===== config.mk =====
export PLATFORM = sky130hd
export DESIGN_NAME = adf_lane
export DESIGN_NICKNAME = d
export VERILOG_FILES = /design/src/rtl/adf_pkg.sv /design/src/rtl/adf_lane.sv
export SDC_FILE = /design/constraint.sdc
export NUM_CORES = 2
export LEC_CHECK = 0
export BUFFER_PORTS_ARGS = -buffer_cell sky130_fd_sc_hd__buf_2
export CORE_MARGIN = 3
export CORE_UTILIZATION = 43
export DETAILED_ROUTE_END_ITERATION = 12
export SYNTH_ARGS = -nofsm -noshare
export SYNTH_HDL_FRONTEND = slang
export SYNTH_SLANG_ARGS = --single-unit
export TNS_END_PERCENT = 30

===== constraint.sdc =====
create_clock -name clk -period 29.6 [get_ports clk]
set_input_delay 5.92 -clock clk [delete_from_list [all_inputs] [get_ports clk]]
set_output_delay 5.92 -clock clk [all_outputs]
set_load 0.005 [all_outputs]

===== src/rtl/adf_pkg.sv =====
`default_nettype none
package adf_pkg;

	// register indexes on the configuration port
	typedef enum logic [1:0] {
		CFG_FLUX_MODE = 2'd0,
		CFG_STEP_GAIN = 2'd1,
		CFG_INV_KAPPA = 2'd2
	} cfg_idx_t;

	localparam int CFG_IDX_BITS  = 2;
	localparam int CFG_DATA_BITS = 17;

	localparam logic [15:0] STEP_GAIN_RST = 16'd10923;
	localparam logic [16:0] INV_KAPPA_RST = 17'd4096;

	// conduction datapath widths
	localparam int S_BITS   = 21;             // s in Q.16, clamped at 16.0
	localparam int C_BITS   = 17;             // conduction, 65536 is 1.0
	localparam int DEN_BITS = 22;
	localparam int QUO_BITS = 20;             // restoring quotient incl. leading zeros
	localparam int DIV_STG  = 5;
	localparam int DIV_STEP = 4;

	localparam logic [S_BITS-1:0] S_MAX     = 21'h100000;
	localparam logic [16:0]       LOG2E_Q16 = 17'd94548;

	// round(65536 * 2^(-i/16))
	function automatic logic [16:0] pow2_neg(input logic [4:0] idx);
		logic [16:0] v;
		case (idx)
			5'd0:    v = 17'd65536;
			5'd1:    v = 17'd62757;
			5'd2:    v = 17'd60097;
			5'd3:    v = 17'd57549;
			5'd4:    v = 17'd55109;
			5'd5:    v = 17'd52773;
			5'd6:    v = 17'd50535;
			5'd7:    v = 17'd48393;
			5'd8:    v = 17'd46341;
			5'd9:    v = 17'd44376;
			5'd10:   v = 17'd42495;
			5'd11:   v = 17'd40693;
			5'd12:   v = 17'd38968;
			5'd13:   v = 17'd37316;
			5'd14:   v = 17'd35734;
			5'd15:   v = 17'd34219;
			5'd16:   v = 17'd32768;
			default: v = 17'd32768;
		endcase
		return v;
	endfunction

endpackage
`default_nettype wire


===== src/rtl/adf_lane.sv =====
`default_nettype none
module adf_lane #(
	parameter int PIXEL_BITS = 16
) (
	input  wire logic                      clk,
	input  wire logic                      en,
	input  wire logic                      flux_mode,
	input  wire logic [16:0]               inv_kappa,
	input  wire logic [PIXEL_BITS-1:0]     ctr,
	input  wire logic [PIXEL_BITS-1:0]     nb,
	output logic signed [PIXEL_BITS+17:0]  prod_s10
);
	import adf_pkg::*;

	localparam int P  = PIXEL_BITS;
	localparam int DW = P + 1;
	localparam int TW = P + 17;

	function automatic logic [DEN_BITS+QUO_BITS-1:0] div_steps(
		input logic [DEN_BITS-1:0] r_in,
		input logic [QUO_BITS-1:0] q_in,
		input logic [DEN_BITS-1:0] den,
		input logic [DIV_STEP-1:0] nbits
	);
		logic [DEN_BITS-1:0] r;
		logic [QUO_BITS-1:0] q;
		r = r_in;
		q = q_in;
		for (int i = DIV_STEP - 1; i >= 0; i--) begin
			r = {r[DEN_BITS-2:0], nbits[i]};
			q = {q[QUO_BITS-2:0], 1'b0};
			if (r >= den) begin
				r    = r - den;
				q[0] = 1'b1;
			end
		end
		return {r, q};
	endfunction

	// difference, magnitude times 1/kappa, square
	logic signed [DW-1:0] d_pipe_s [1:9];
	logic [P-1:0]         mag;
	logic [TW-1:0]        t_s2;
	logic [35:0]          tt;
	logic [36:0]          tt_rnd;
	logic [S_BITS-1:0]    s_s3;
	logic [37:0]          su;
	logic [38:0]          su_rnd;
	logic [22:0]          u_s4;
	logic [DEN_BITS-1:0]  den_s4;

	assign mag    = d_pipe_s[1][DW-1] ? P'(-d_pipe_s[1]) : P'(d_pipe_s[1]);
	assign tt     = t_s2[17:0] * t_s2[17:0];
	assign tt_rnd = {1'b0, tt} + 37'd32768;
	assign su     = s_s3 * LOG2E_Q16;
	assign su_rnd = {1'b0, su} + 39'd32768;

	always_ff @(posedge clk) begin
		if (en) begin
			d_pipe_s[1] <= $signed({1'b0, nb}) - $signed({1'b0, ctr});
			for (int i = 2; i <= 9; i++) d_pipe_s[i] <= d_pipe_s[i-1];
			t_s2 <= TW'(mag) * TW'(inv_kappa);
			if (t_s2 >= TW'(32'h40000))
				s_s3 <= S_MAX;
			else if (tt_rnd[36:16] > S_MAX)
				s_s3 <= S_MAX;
			else
				s_s3 <= tt_rnd[36:16];
			u_s4   <= su_rnd[38:16];
			den_s4 <= DEN_BITS'(32'h10000) + DEN_BITS'(s_s3);
		end
	end

	// exponential branch: table lookup, interpolation, then shift by k
	logic [6:0]  k_full;
	logic [4:0]  tab_idx;
	logic [16:0] tab_a, tab_b, tab_diff;
	logic [28:0] interp;
	logic [29:0] interp_rnd;
	logic [16:0] v_s5;
	logic [4:0]  k_s5;
	logic        zero_s5;
	logic [17:0] v_rnd;
	logic [C_BITS-1:0] ce_s6, ce_s7, ce_s8, ce_s9;

	assign k_full     = u_s4[22:16];
	assign tab_idx    = {1'b0, u_s4[15:12]};
	assign tab_a      = pow2_neg(tab_idx);
	assign tab_b      = pow2_neg(tab_idx + 5'd1);
	assign tab_diff   = tab_a - tab_b;
	assign interp     = tab_diff * u_s4[11:0];
	assign interp_rnd = {1'b0, interp} + 30'd2048;
	assign v_rnd      = {1'b0, v_s5} + (18'd1 << (k_s5 - 5'd1));

	always_ff @(posedge clk) begin
		if (en) begin
			zero_s5 <= (k_full > 7'd16);
			k_s5    <= k_full[4:0];
			v_s5    <= tab_a - interp_rnd[28:12];
			if (zero_s5)
				ce_s6 <= '0;
			else if (k_s5 == 5'd0)
				ce_s6 <= v_s5;
			else
				ce_s6 <= C_BITS'(v_rnd >> k_s5);
			ce_s7 <= ce_s6;
			ce_s8 <= ce_s7;
			ce_s9 <= ce_s8;
		end
	end

	// rational branch: pipelined restoring divide of 2^32 + den/2 by den
	logic [DEN_BITS-1:0] div_rem_s [0:DIV_STG];
	logic [QUO_BITS-1:0] div_quo_s [0:DIV_STG];
	logic [DEN_BITS-1:0] div_den_s [0:DIV_STG];
	logic [QUO_BITS-1:0] div_num_s [0:DIV_STG];

	// numerator bits above the quotient range form the first remainder
	assign div_rem_s[0] = DEN_BITS'(32'h1000) + DEN_BITS'(den_s4[DEN_BITS-1]);
	assign div_quo_s[0] = '0;
	assign div_den_s[0] = den_s4;
	assign div_num_s[0] = den_s4[QUO_BITS:1];

	for (genvar j = 0; j < DIV_STG; j++) begin : g_div
		logic [DEN_BITS+QUO_BITS-1:0] nxt;
		assign nxt = div_steps(div_rem_s[j], div_quo_s[j], div_den_s[j],
			div_num_s[j][QUO_BITS-1-DIV_STEP*j -: DIV_STEP]);
		always_ff @(posedge clk) begin
			if (en) begin
				div_rem_s[j+1] <= nxt[DEN_BITS+QUO_BITS-1:QUO_BITS];
				div_quo_s[j+1] <= nxt[QUO_BITS-1:0];
				div_den_s[j+1] <= div_den_s[j];
				div_num_s[j+1] <= div_num_s[j];
			end
		end
	end

	logic [C_BITS-1:0] c_sel;

	assign c_sel = flux_mode ? div_quo_s[DIV_STG][C_BITS-1:0] : ce_s9;

	always_ff @(posedge clk) begin
		if (en) begin
			prod_s10 <= $signed({{(P+1){1'b0}}, c_sel}) * (P+18)'(d_pipe_s[9]);
		end
	end

endmodule
`default_nettype wire

# ---- After elaboration in Yosys (flattened, before gate mapping)
# Memories as Yosys holds them, arrays and structs flattened. A register that Yosys moved wholly into a read port is not among the register bits.
# Cells that the tools add are included.
dict set report word_totals {
  ff_bits 481
  ram_bits 153
  mem_bits_ro 1088
  input_bits 52
  out_inout_bits 34
  word_cells 137
  n_memories 3
}
# name words width rd rd_ports_with_merged_regs wr line
set mem_list {}
lappend mem_list {{(name not given)} 32 17 1 0 0 adf_pkg.sv:31} ;# case (idx)
lappend mem_list {{(name not given)} 32 17 1 1 0 adf_pkg.sv:31}
lappend mem_list {d_pipe_s 9 17 9 0 9 adf_lane.sv:41} ;# logic signed [DW-1:0] d_pipe_s [1:9];
dict set report op_classes {
  add_sub_neg 31
  mul 5
  n_lt_le_gt_ge 23
  shift 2
  muxes 42
  n_reduce_logical 2
}
# operator n
set op_table {}
lappend op_table {{greater-or-equal comparator 22 bit} 19}
lappend op_table {{two-way mux 21 bit} 19}
lappend op_table {{subtractor 21 bit} 18}
lappend op_table {{adder 38 x 16 -> 39 bit, second input constant} 1}
lappend op_table {{adder 36 x 16 -> 37 bit, second input constant} 1}
lappend op_table {{multiplier 18 x 18 -> 36 bit} 1}
lappend op_table {{multiplier 21 x 15 -> 36 bit, second input constant} 1}
lappend op_table {{multiplier 18 x 17 -> 34 bit} 1}
lappend op_table {{two-way mux 17 bit} 2}
lappend op_table {{subtractor 17 bit} 2}
lappend op_table {{greater-or-equal comparator 33 x 19 -> 1 bit, second input constant} 1}
lappend op_table {{multiplier 16 x 17 -> 33 bit} 1}
lappend op_table {{adder 29 x 12 -> 29 bit, second input constant} 1}
lappend op_table {{multiplier 17 x 12 -> 29 bit} 1}
lappend op_table {{adder 17 x 21 -> 22 bit, first input constant} 1}
lappend op_table {{greater-or-equal comparator 15 x 22 -> 1 bit} 1}
lappend op_table {{greater-than comparator 21 bit, second input constant} 1}
lappend op_table {{subtractor 15 x 21 -> 21 bit} 1}
lappend op_table {{two-way mux 1 bit} 19}
lappend op_table {{adder 17 x 18 -> 18 bit} 1}
lappend op_table {{left shift 1 x 5 -> 18 bit, first input constant} 1}
lappend op_table {{right shift 18 x 5 -> 17 bit} 1}
lappend op_table {{subtractor 16 x 16 -> 17 bit} 1}
lappend op_table {{two-way mux 16 bit} 1}
lappend op_table {{other kinds (8)} 8}

# ---- Logic depth before layout (Yosys ltp)
dict set report logic_depth {
  ltp_word 9
  mapped_depth 57
  mapped_depth_nobuf 51
}

# ---- Least setup slack after synthesis
# No wires, ideal clock.
dict set report synth_timing {
  path_type {input port to flip-flop}
  start {input port flux_mode}
  end {register prod_s10[33] (data pin)}
  arrival_time_ps 13041
  required_time_ps 29340
  setup_slack_ps 16299
  cell_stages 29
  path_buffers 3
  cell_sequence {clkbuf_1 buf_1 mux2_2 clkbuf_1 nand2_1 fa_1 inv_1 fa_1 inv_1 fa_1 inv_1 fa_1 inv_1 fa_1 inv_1 fa_1 ha_1 a21o_1 a21o_1 a21o_1 a21oi_1 nor2b_1 a311oi_1 o21bai_1 a311o_1 a31o_2 a211o_1 a21oi_1 xnor2_1}
}
dict set report synth_between {
  elab_chain_cells 2
}
# element line
set synth_lines {}
lappend synth_lines {{start, declared} adf_lane.sv:7} ;# input wire logic flux_mode,
lappend synth_lines {{two-way mux 17 bit} adf_lane.sv:140} ;# assign c_sel = flux_mode ? div_quo_s[DIV_STG][C_BITS-1:0] : ce_s9;
lappend synth_lines {{multiplier 18 x 17 -> 34 bit} adf_lane.sv:144} ;# prod_s10 <= $signed({{(P+1){1'b0}}, c_sel}) * (P+18)'(d_pipe_s[9]);
lappend synth_lines {{end signal, assigned} adf_lane.sv:144}
lappend synth_lines {{end, declared} adf_lane.sv:11} ;# output logic signed [PIXEL_BITS+17:0] prod_s10
# No other way between the ends.
# A chain may end at the register's enable or synchronous reset.

# ---- Worst setup path after layout
dict set report layout_timing {
  start {register div_den_s[52] (netlist name)}
  end {register div_rem_s[38] (netlist name) (data pin)}
}
dict set report layout_between {
  elab_chain_cells 8
  word_cells_on_any_way 12
  cone_classes {add/sub: 4; order compare: 4; mux: 4}
}
# element line
set layout_lines {}
lappend layout_lines {{start, declared} adf_lane.sv:115} ;# logic [DEN_BITS-1:0] div_den_s [0:DIV_STG];
lappend layout_lines {{start signal, assigned by index} adf_lane.sv:132} ;# div_den_s[j+1] <= div_den_s[j];
lappend layout_lines {{subtractor 21 bit / greater-or-equal comparator 22 bit (equally long branches)} {adf_lane.sv:33, adf_lane.sv:32}}
lappend layout_lines {{two-way mux 21 bit} adf_lane.sv:32} ;# if (r >= den) begin
lappend layout_lines {{subtractor 21 bit / greater-or-equal comparator 22 bit (equally long branches)} {adf_lane.sv:33, adf_lane.sv:32}}
lappend layout_lines {{two-way mux 21 bit} adf_lane.sv:32}
lappend layout_lines {{subtractor 21 bit / greater-or-equal comparator 22 bit (equally long branches)} {adf_lane.sv:33, adf_lane.sv:32}}
lappend layout_lines {{two-way mux 21 bit} adf_lane.sv:32}
lappend layout_lines {{subtractor 21 bit / greater-or-equal comparator 22 bit (equally long branches)} {adf_lane.sv:33, adf_lane.sv:32}}
lappend layout_lines {{two-way mux 21 bit *} adf_lane.sv:32}
lappend layout_lines {{named net g_div[3].nxt[36]} adf_lane.sv:125} ;# logic [DEN_BITS+QUO_BITS-1:0] nxt;
lappend layout_lines {{end signal, assigned by index} adf_lane.sv:130} ;# div_rem_s[j+1] <= nxt[DEN_BITS+QUO_BITS-1:QUO_BITS];
lappend layout_lines {{end, declared} adf_lane.sv:113} ;# logic [DEN_BITS-1:0] div_rem_s [0:DIV_STG];
# The timed path passes the listed nets; every way through them passes the cells marked *.

==> impl_metrics.tcl <==
set metrics [dict create \
    run_status "complete, no violations" \
    cts-root-buf "sky130_fd_sc_hd__clkbuf_16" \
    number_of_synthesis_warnings 0 \
    holdCritPathClass "reg -> reg" \
    kind_of_critical_path "reg -> reg" \
    synth.distinct_cells 104 \
    critical-path-max-stage-delay_ps 780 \
    setup.worst_path.start_class "register" \
    syn_area_mm2 0.08570 \
    place.gp.congestion 0.9433 \
    share_of_synthesized_cell_area_in_full_adder_half_adder_and_majority_cells_pct 37.43 \
    dieHeight_um 452.4 \
    final_sum_of_negative_setup_slack_ps 0 \
    design.die.area_mm2 0.2047 \
    syn_nets 11070 \
    cts.repair.resized 0 \
    die_w_um 452.4 \
    design.core.area_mm2 0.1978 \
    areaGrowthSynthToFinish_pct 6.804 \
    antenna_violations_before_repair 5 \
    asyncSetResetFlopFracSynth_pct 0 \
    ys_ff_latch 611 \
    finalClockSkew_ps 35.52 \
    synth_enable_flop_cells 594 \
    crit_fanout 27 \
    clock_pin_slew_on_the_worst_setup_and_hold_paths_ps 60 \
    effective_utilization_at_floorplan_pct 43.32 \
    critPathBufInv 7 \
    wire_length_of_the_first_global_routing_pass_um 356800 \
    worst_reg_to_reg_setup_slack_ps 15770 \
    remaining_max_slew_budget_at_the_tightest_pin_pct 21.60 \
    port_buffers 85 \
    num-fill-cells 18760 \
    muxShareOfSynthArea_pct 4.040 \
    cts_buffer_depth 3 \
    ys_top_cells_by_area "sky130_fd_sc_hd__fa_1, sky130_fd_sc_hd__edfxtp_1, sky130_fd_sc_hd__ha_1" \
    cts_hold_buf 0 \
    final_layout_size_suffix_gt1_share_pct 6.852 \
    route.detailed.wl_per_inst_um 18.85 \
    initialDrtViolationCount 4517 \
    synth_simple_gate_area_share_pct 13.62 \
    cts_setup_buffers 0 \
    post-route-drc-count 0 \
    worst_path_most_repeated_cell "sky130_fd_sc_hd__a21o_1" \
    clock_sink_count 611 \
    synth-seq-area-share_pct 21.21 \
    synth_xor_xnor_area_share_pct 5.069 \
    clock_latency_ps 680 \
    synth.cells.most_frequent "sky130_fd_sc_hd__inv_1, sky130_fd_sc_hd__ha_1, sky130_fd_sc_hd__fa_1" \
    synth.top_cell.area_share_pct 21.47 \
    cp_data_required_time_ps 30020 \
    placementRows 163 \
    fin_crit_ps 13830 \
    post-dp-hpwl_um 177800 \
    post-route-period-util_pct 46.71 \
    vias_per_cell 5.434 \
    critical-path-slowest-cell "sky130_fd_sc_hd__clkinv_1" \
    clock.fmax_mhz 72.32 \
    timing_hold_violations_final 0 \
    first_global_vias 65230 \
    sum_of_overflow_across_all_layers_after_global_routing 0 \
    post_synth_inst_count 9003 \
    detailroute.via_count 63550 \
    boundaryPins 86 \
    synth_top_family_by_area "adder cells" \
    yosys.area.top_type "sky130_fd_sc_hd__fa_1" \
    postRouteAntennaNets 0 \
    h_tree_lvl_count 3 \
    final_nets 11050 \
    synth_top_flop_cell "sky130_fd_sc_hd__edfxtp_1" \
    grt_usage_pct 21.67 \
    grt_start_max_net_pins 159 \
    drt-pass1-iter-count 5 \
    max_cap_violations 0 \
    timing_max_transition_violations_final 0 \
    tritoncts "yes" \
    timing.final.setup_violations 0 \
    area_fraction_in_compound_gates_after_synthesis_pct 11.15 \
    drt-total-wl_um 220500 \
    cts-buffers-inserted 76 \
    synthesized_area_per_cell_um2 9.519 \
    data_arrival_critical_path_ps 14250 \
    rsz0062_at_grt "no" \
    critPathTopFamily "compound AO/OA/AOI/OAI gates" \
    most_numerous_cell_in_the_yosys_netlist "sky130_fd_sc_hd__inv_1" \
    max_slew.worst_pin.slew_ps 1168 \
    crit_path_end_kind "register" \
]
layout make-up:
type	instances	area (um^2)	area share, %
Antenna cell	6	15.01	0.01640
Clock buffer	89	2036	2.224
Clock inverter	51	489.2	0.5345
Inverter	1464	5495	6.004
Multi-Input combinational cell	6691	61120	66.77
Sequential cell	611	18180	19.86
Tap cell	2640	3303	3.609
Timing Repair Buffer	143	895.9	0.9788
worst paths after layout:
| check | start | to | cells after the start |
|---|---|---|---|
| worst min-delay path | ce_s8[11]$_DFFE_PP_ | ce_s9[11]$_DFFE_PP_ | 0 |
| worst max register to register | div_den_s[52]$_DFFE_PP_ | div_rem_s[38]$_DFFE_PP_ | 50 |
| worst max-delay path | div_den_s[52]$_DFFE_PP_ | div_rem_s[38]$_DFFE_PP_ | 50 |
| worst min register to register | ce_s8[11]$_DFFE_PP_ | ce_s9[11]$_DFFE_PP_ | 0 |
state kept, by name (all words and copies together), names as in the netlist:
register	cells
div_quo_s	45
tab_a	17
ce_s8	17
u_s4	23
s_s3	21
zero_s5	1
ce_s9	17
k_s5	5
den_s4	22
ce_s6	17
v_s5	17
div_den_s	88
d_pipe_s	153
div_rem_s	84
prod_s10	34
t_s2	33
ce_s7	17
cells by family (layout without fill, tap and decap cells):
kind of cell               Yosys count  count (layout)
buffers and inverters             1701            1747
DFF                                611             611
other                                0               6
muxes                              308             308
and+or+nand+nor                   2401            2401
adders and majority gates         2012            2012
xor gates and xnor gates           496             496
AOI/OAI and AO/OA                 1474            1474
cell usage in the layout (no fill, tap or decap), types with 19 or more instances in the layout:
| cell | netlist | final |
|---|---|---|
| sky130_fd_sc_hd__mux2i_1 | 50 | 50 |
| sky130_fd_sc_hd__inv_1 | 1458 | 1458 |
| sky130_fd_sc_hd__nor2b_1 | 161 | 161 |
| sky130_fd_sc_hd__o21a_1 | 74 | 74 |
| sky130_fd_sc_hd__xor2_1 | 165 | 165 |
| sky130_fd_sc_hd__nor3_1 | 108 | 107 |
| sky130_fd_sc_hd__fa_1 | 919 | 919 |
| sky130_fd_sc_hd__and4_1 | 19 | 19 |
| sky130_fd_sc_hd__xnor2_1 | 331 | 331 |
| sky130_fd_sc_hd__nand4_1 | 82 | 82 |
| sky130_fd_sc_hd__clkbuf_16 | 0 | 80 |
| sky130_fd_sc_hd__o21ai_0 | 284 | 282 |
| sky130_fd_sc_hd__a21o_1 | 215 | 215 |
| sky130_fd_sc_hd__a211oi_1 | 47 | 47 |
| sky130_fd_sc_hd__and3_1 | 49 | 49 |
| sky130_fd_sc_hd__mux2_2 | 244 | 244 |
| sky130_fd_sc_hd__or2_2 | 52 | 52 |
| sky130_fd_sc_hd__nor2_1 | 424 | 423 |
| sky130_fd_sc_hd__a21boi_0 | 48 | 48 |
| sky130_fd_sc_hd__a31oi_1 | 47 | 47 |
| sky130_fd_sc_hd__o21bai_1 | 40 | 40 |
| sky130_fd_sc_hd__edfxtp_1 | 594 | 594 |
| sky130_fd_sc_hd__or3_1 | 49 | 49 |
| sky130_fd_sc_hd__ha_1 | 1093 | 1093 |
| sky130_fd_sc_hd__nand2_1 | 862 | 862 |
| sky130_fd_sc_hd__nor4_1 | 33 | 33 |
| sky130_fd_sc_hd__buf_4 | 1 | 56 |
| sky130_fd_sc_hd__o211ai_1 | 29 | 29 |
| sky130_fd_sc_hd__buf_2 | 12 | 84 |
| sky130_fd_sc_hd__o31ai_1 | 36 | 36 |
| sky130_fd_sc_hd__and2_1 | 288 | 288 |
| sky130_fd_sc_hd__nand3_1 | 131 | 131 |
| sky130_fd_sc_hd__nand2b_1 | 94 | 94 |
| sky130_fd_sc_hd__a21oi_1 | 428 | 428 |
per-stage QoR:
step | area, um^2 | setup WS [ps] | cells | util [%] | hold slack, ps
after CTS | 91510 | 15870 | 11690 | 46.26 | 409.3
final | 91530 | 15770 | 11700 | 46.27 | 407.1
after global routing | 91510 | 14800 | 11690 | 46.26 | 416.6
after detailed placement | 88990 | 15930 | 11550 | 44.98 | 404.5
after floorplan | 85700 | 16300 | 9003 | - | 400.3
after global placement | 88990 | 16100 | 11550 | 44.98 | 400.1
layer usage:
| metal | part of all wire [%] | global-route usage (%) | vias up |
|---|---|---|---|
| li1 | - | - | 30240 |
| met1 | 46 | 30.30 | 31340 |
| met2 | 46 | 35.53 | 1643 |
| met3 | 5.1 | 2.611 | 324 |
| met4 | 2.8 | 5.866 | 2 |
| met5 | 0.0054 | 0 | - |
Power is not shown: default switching activity piles up to over one toggle a cycle in this logic, so the estimate is an artifact.
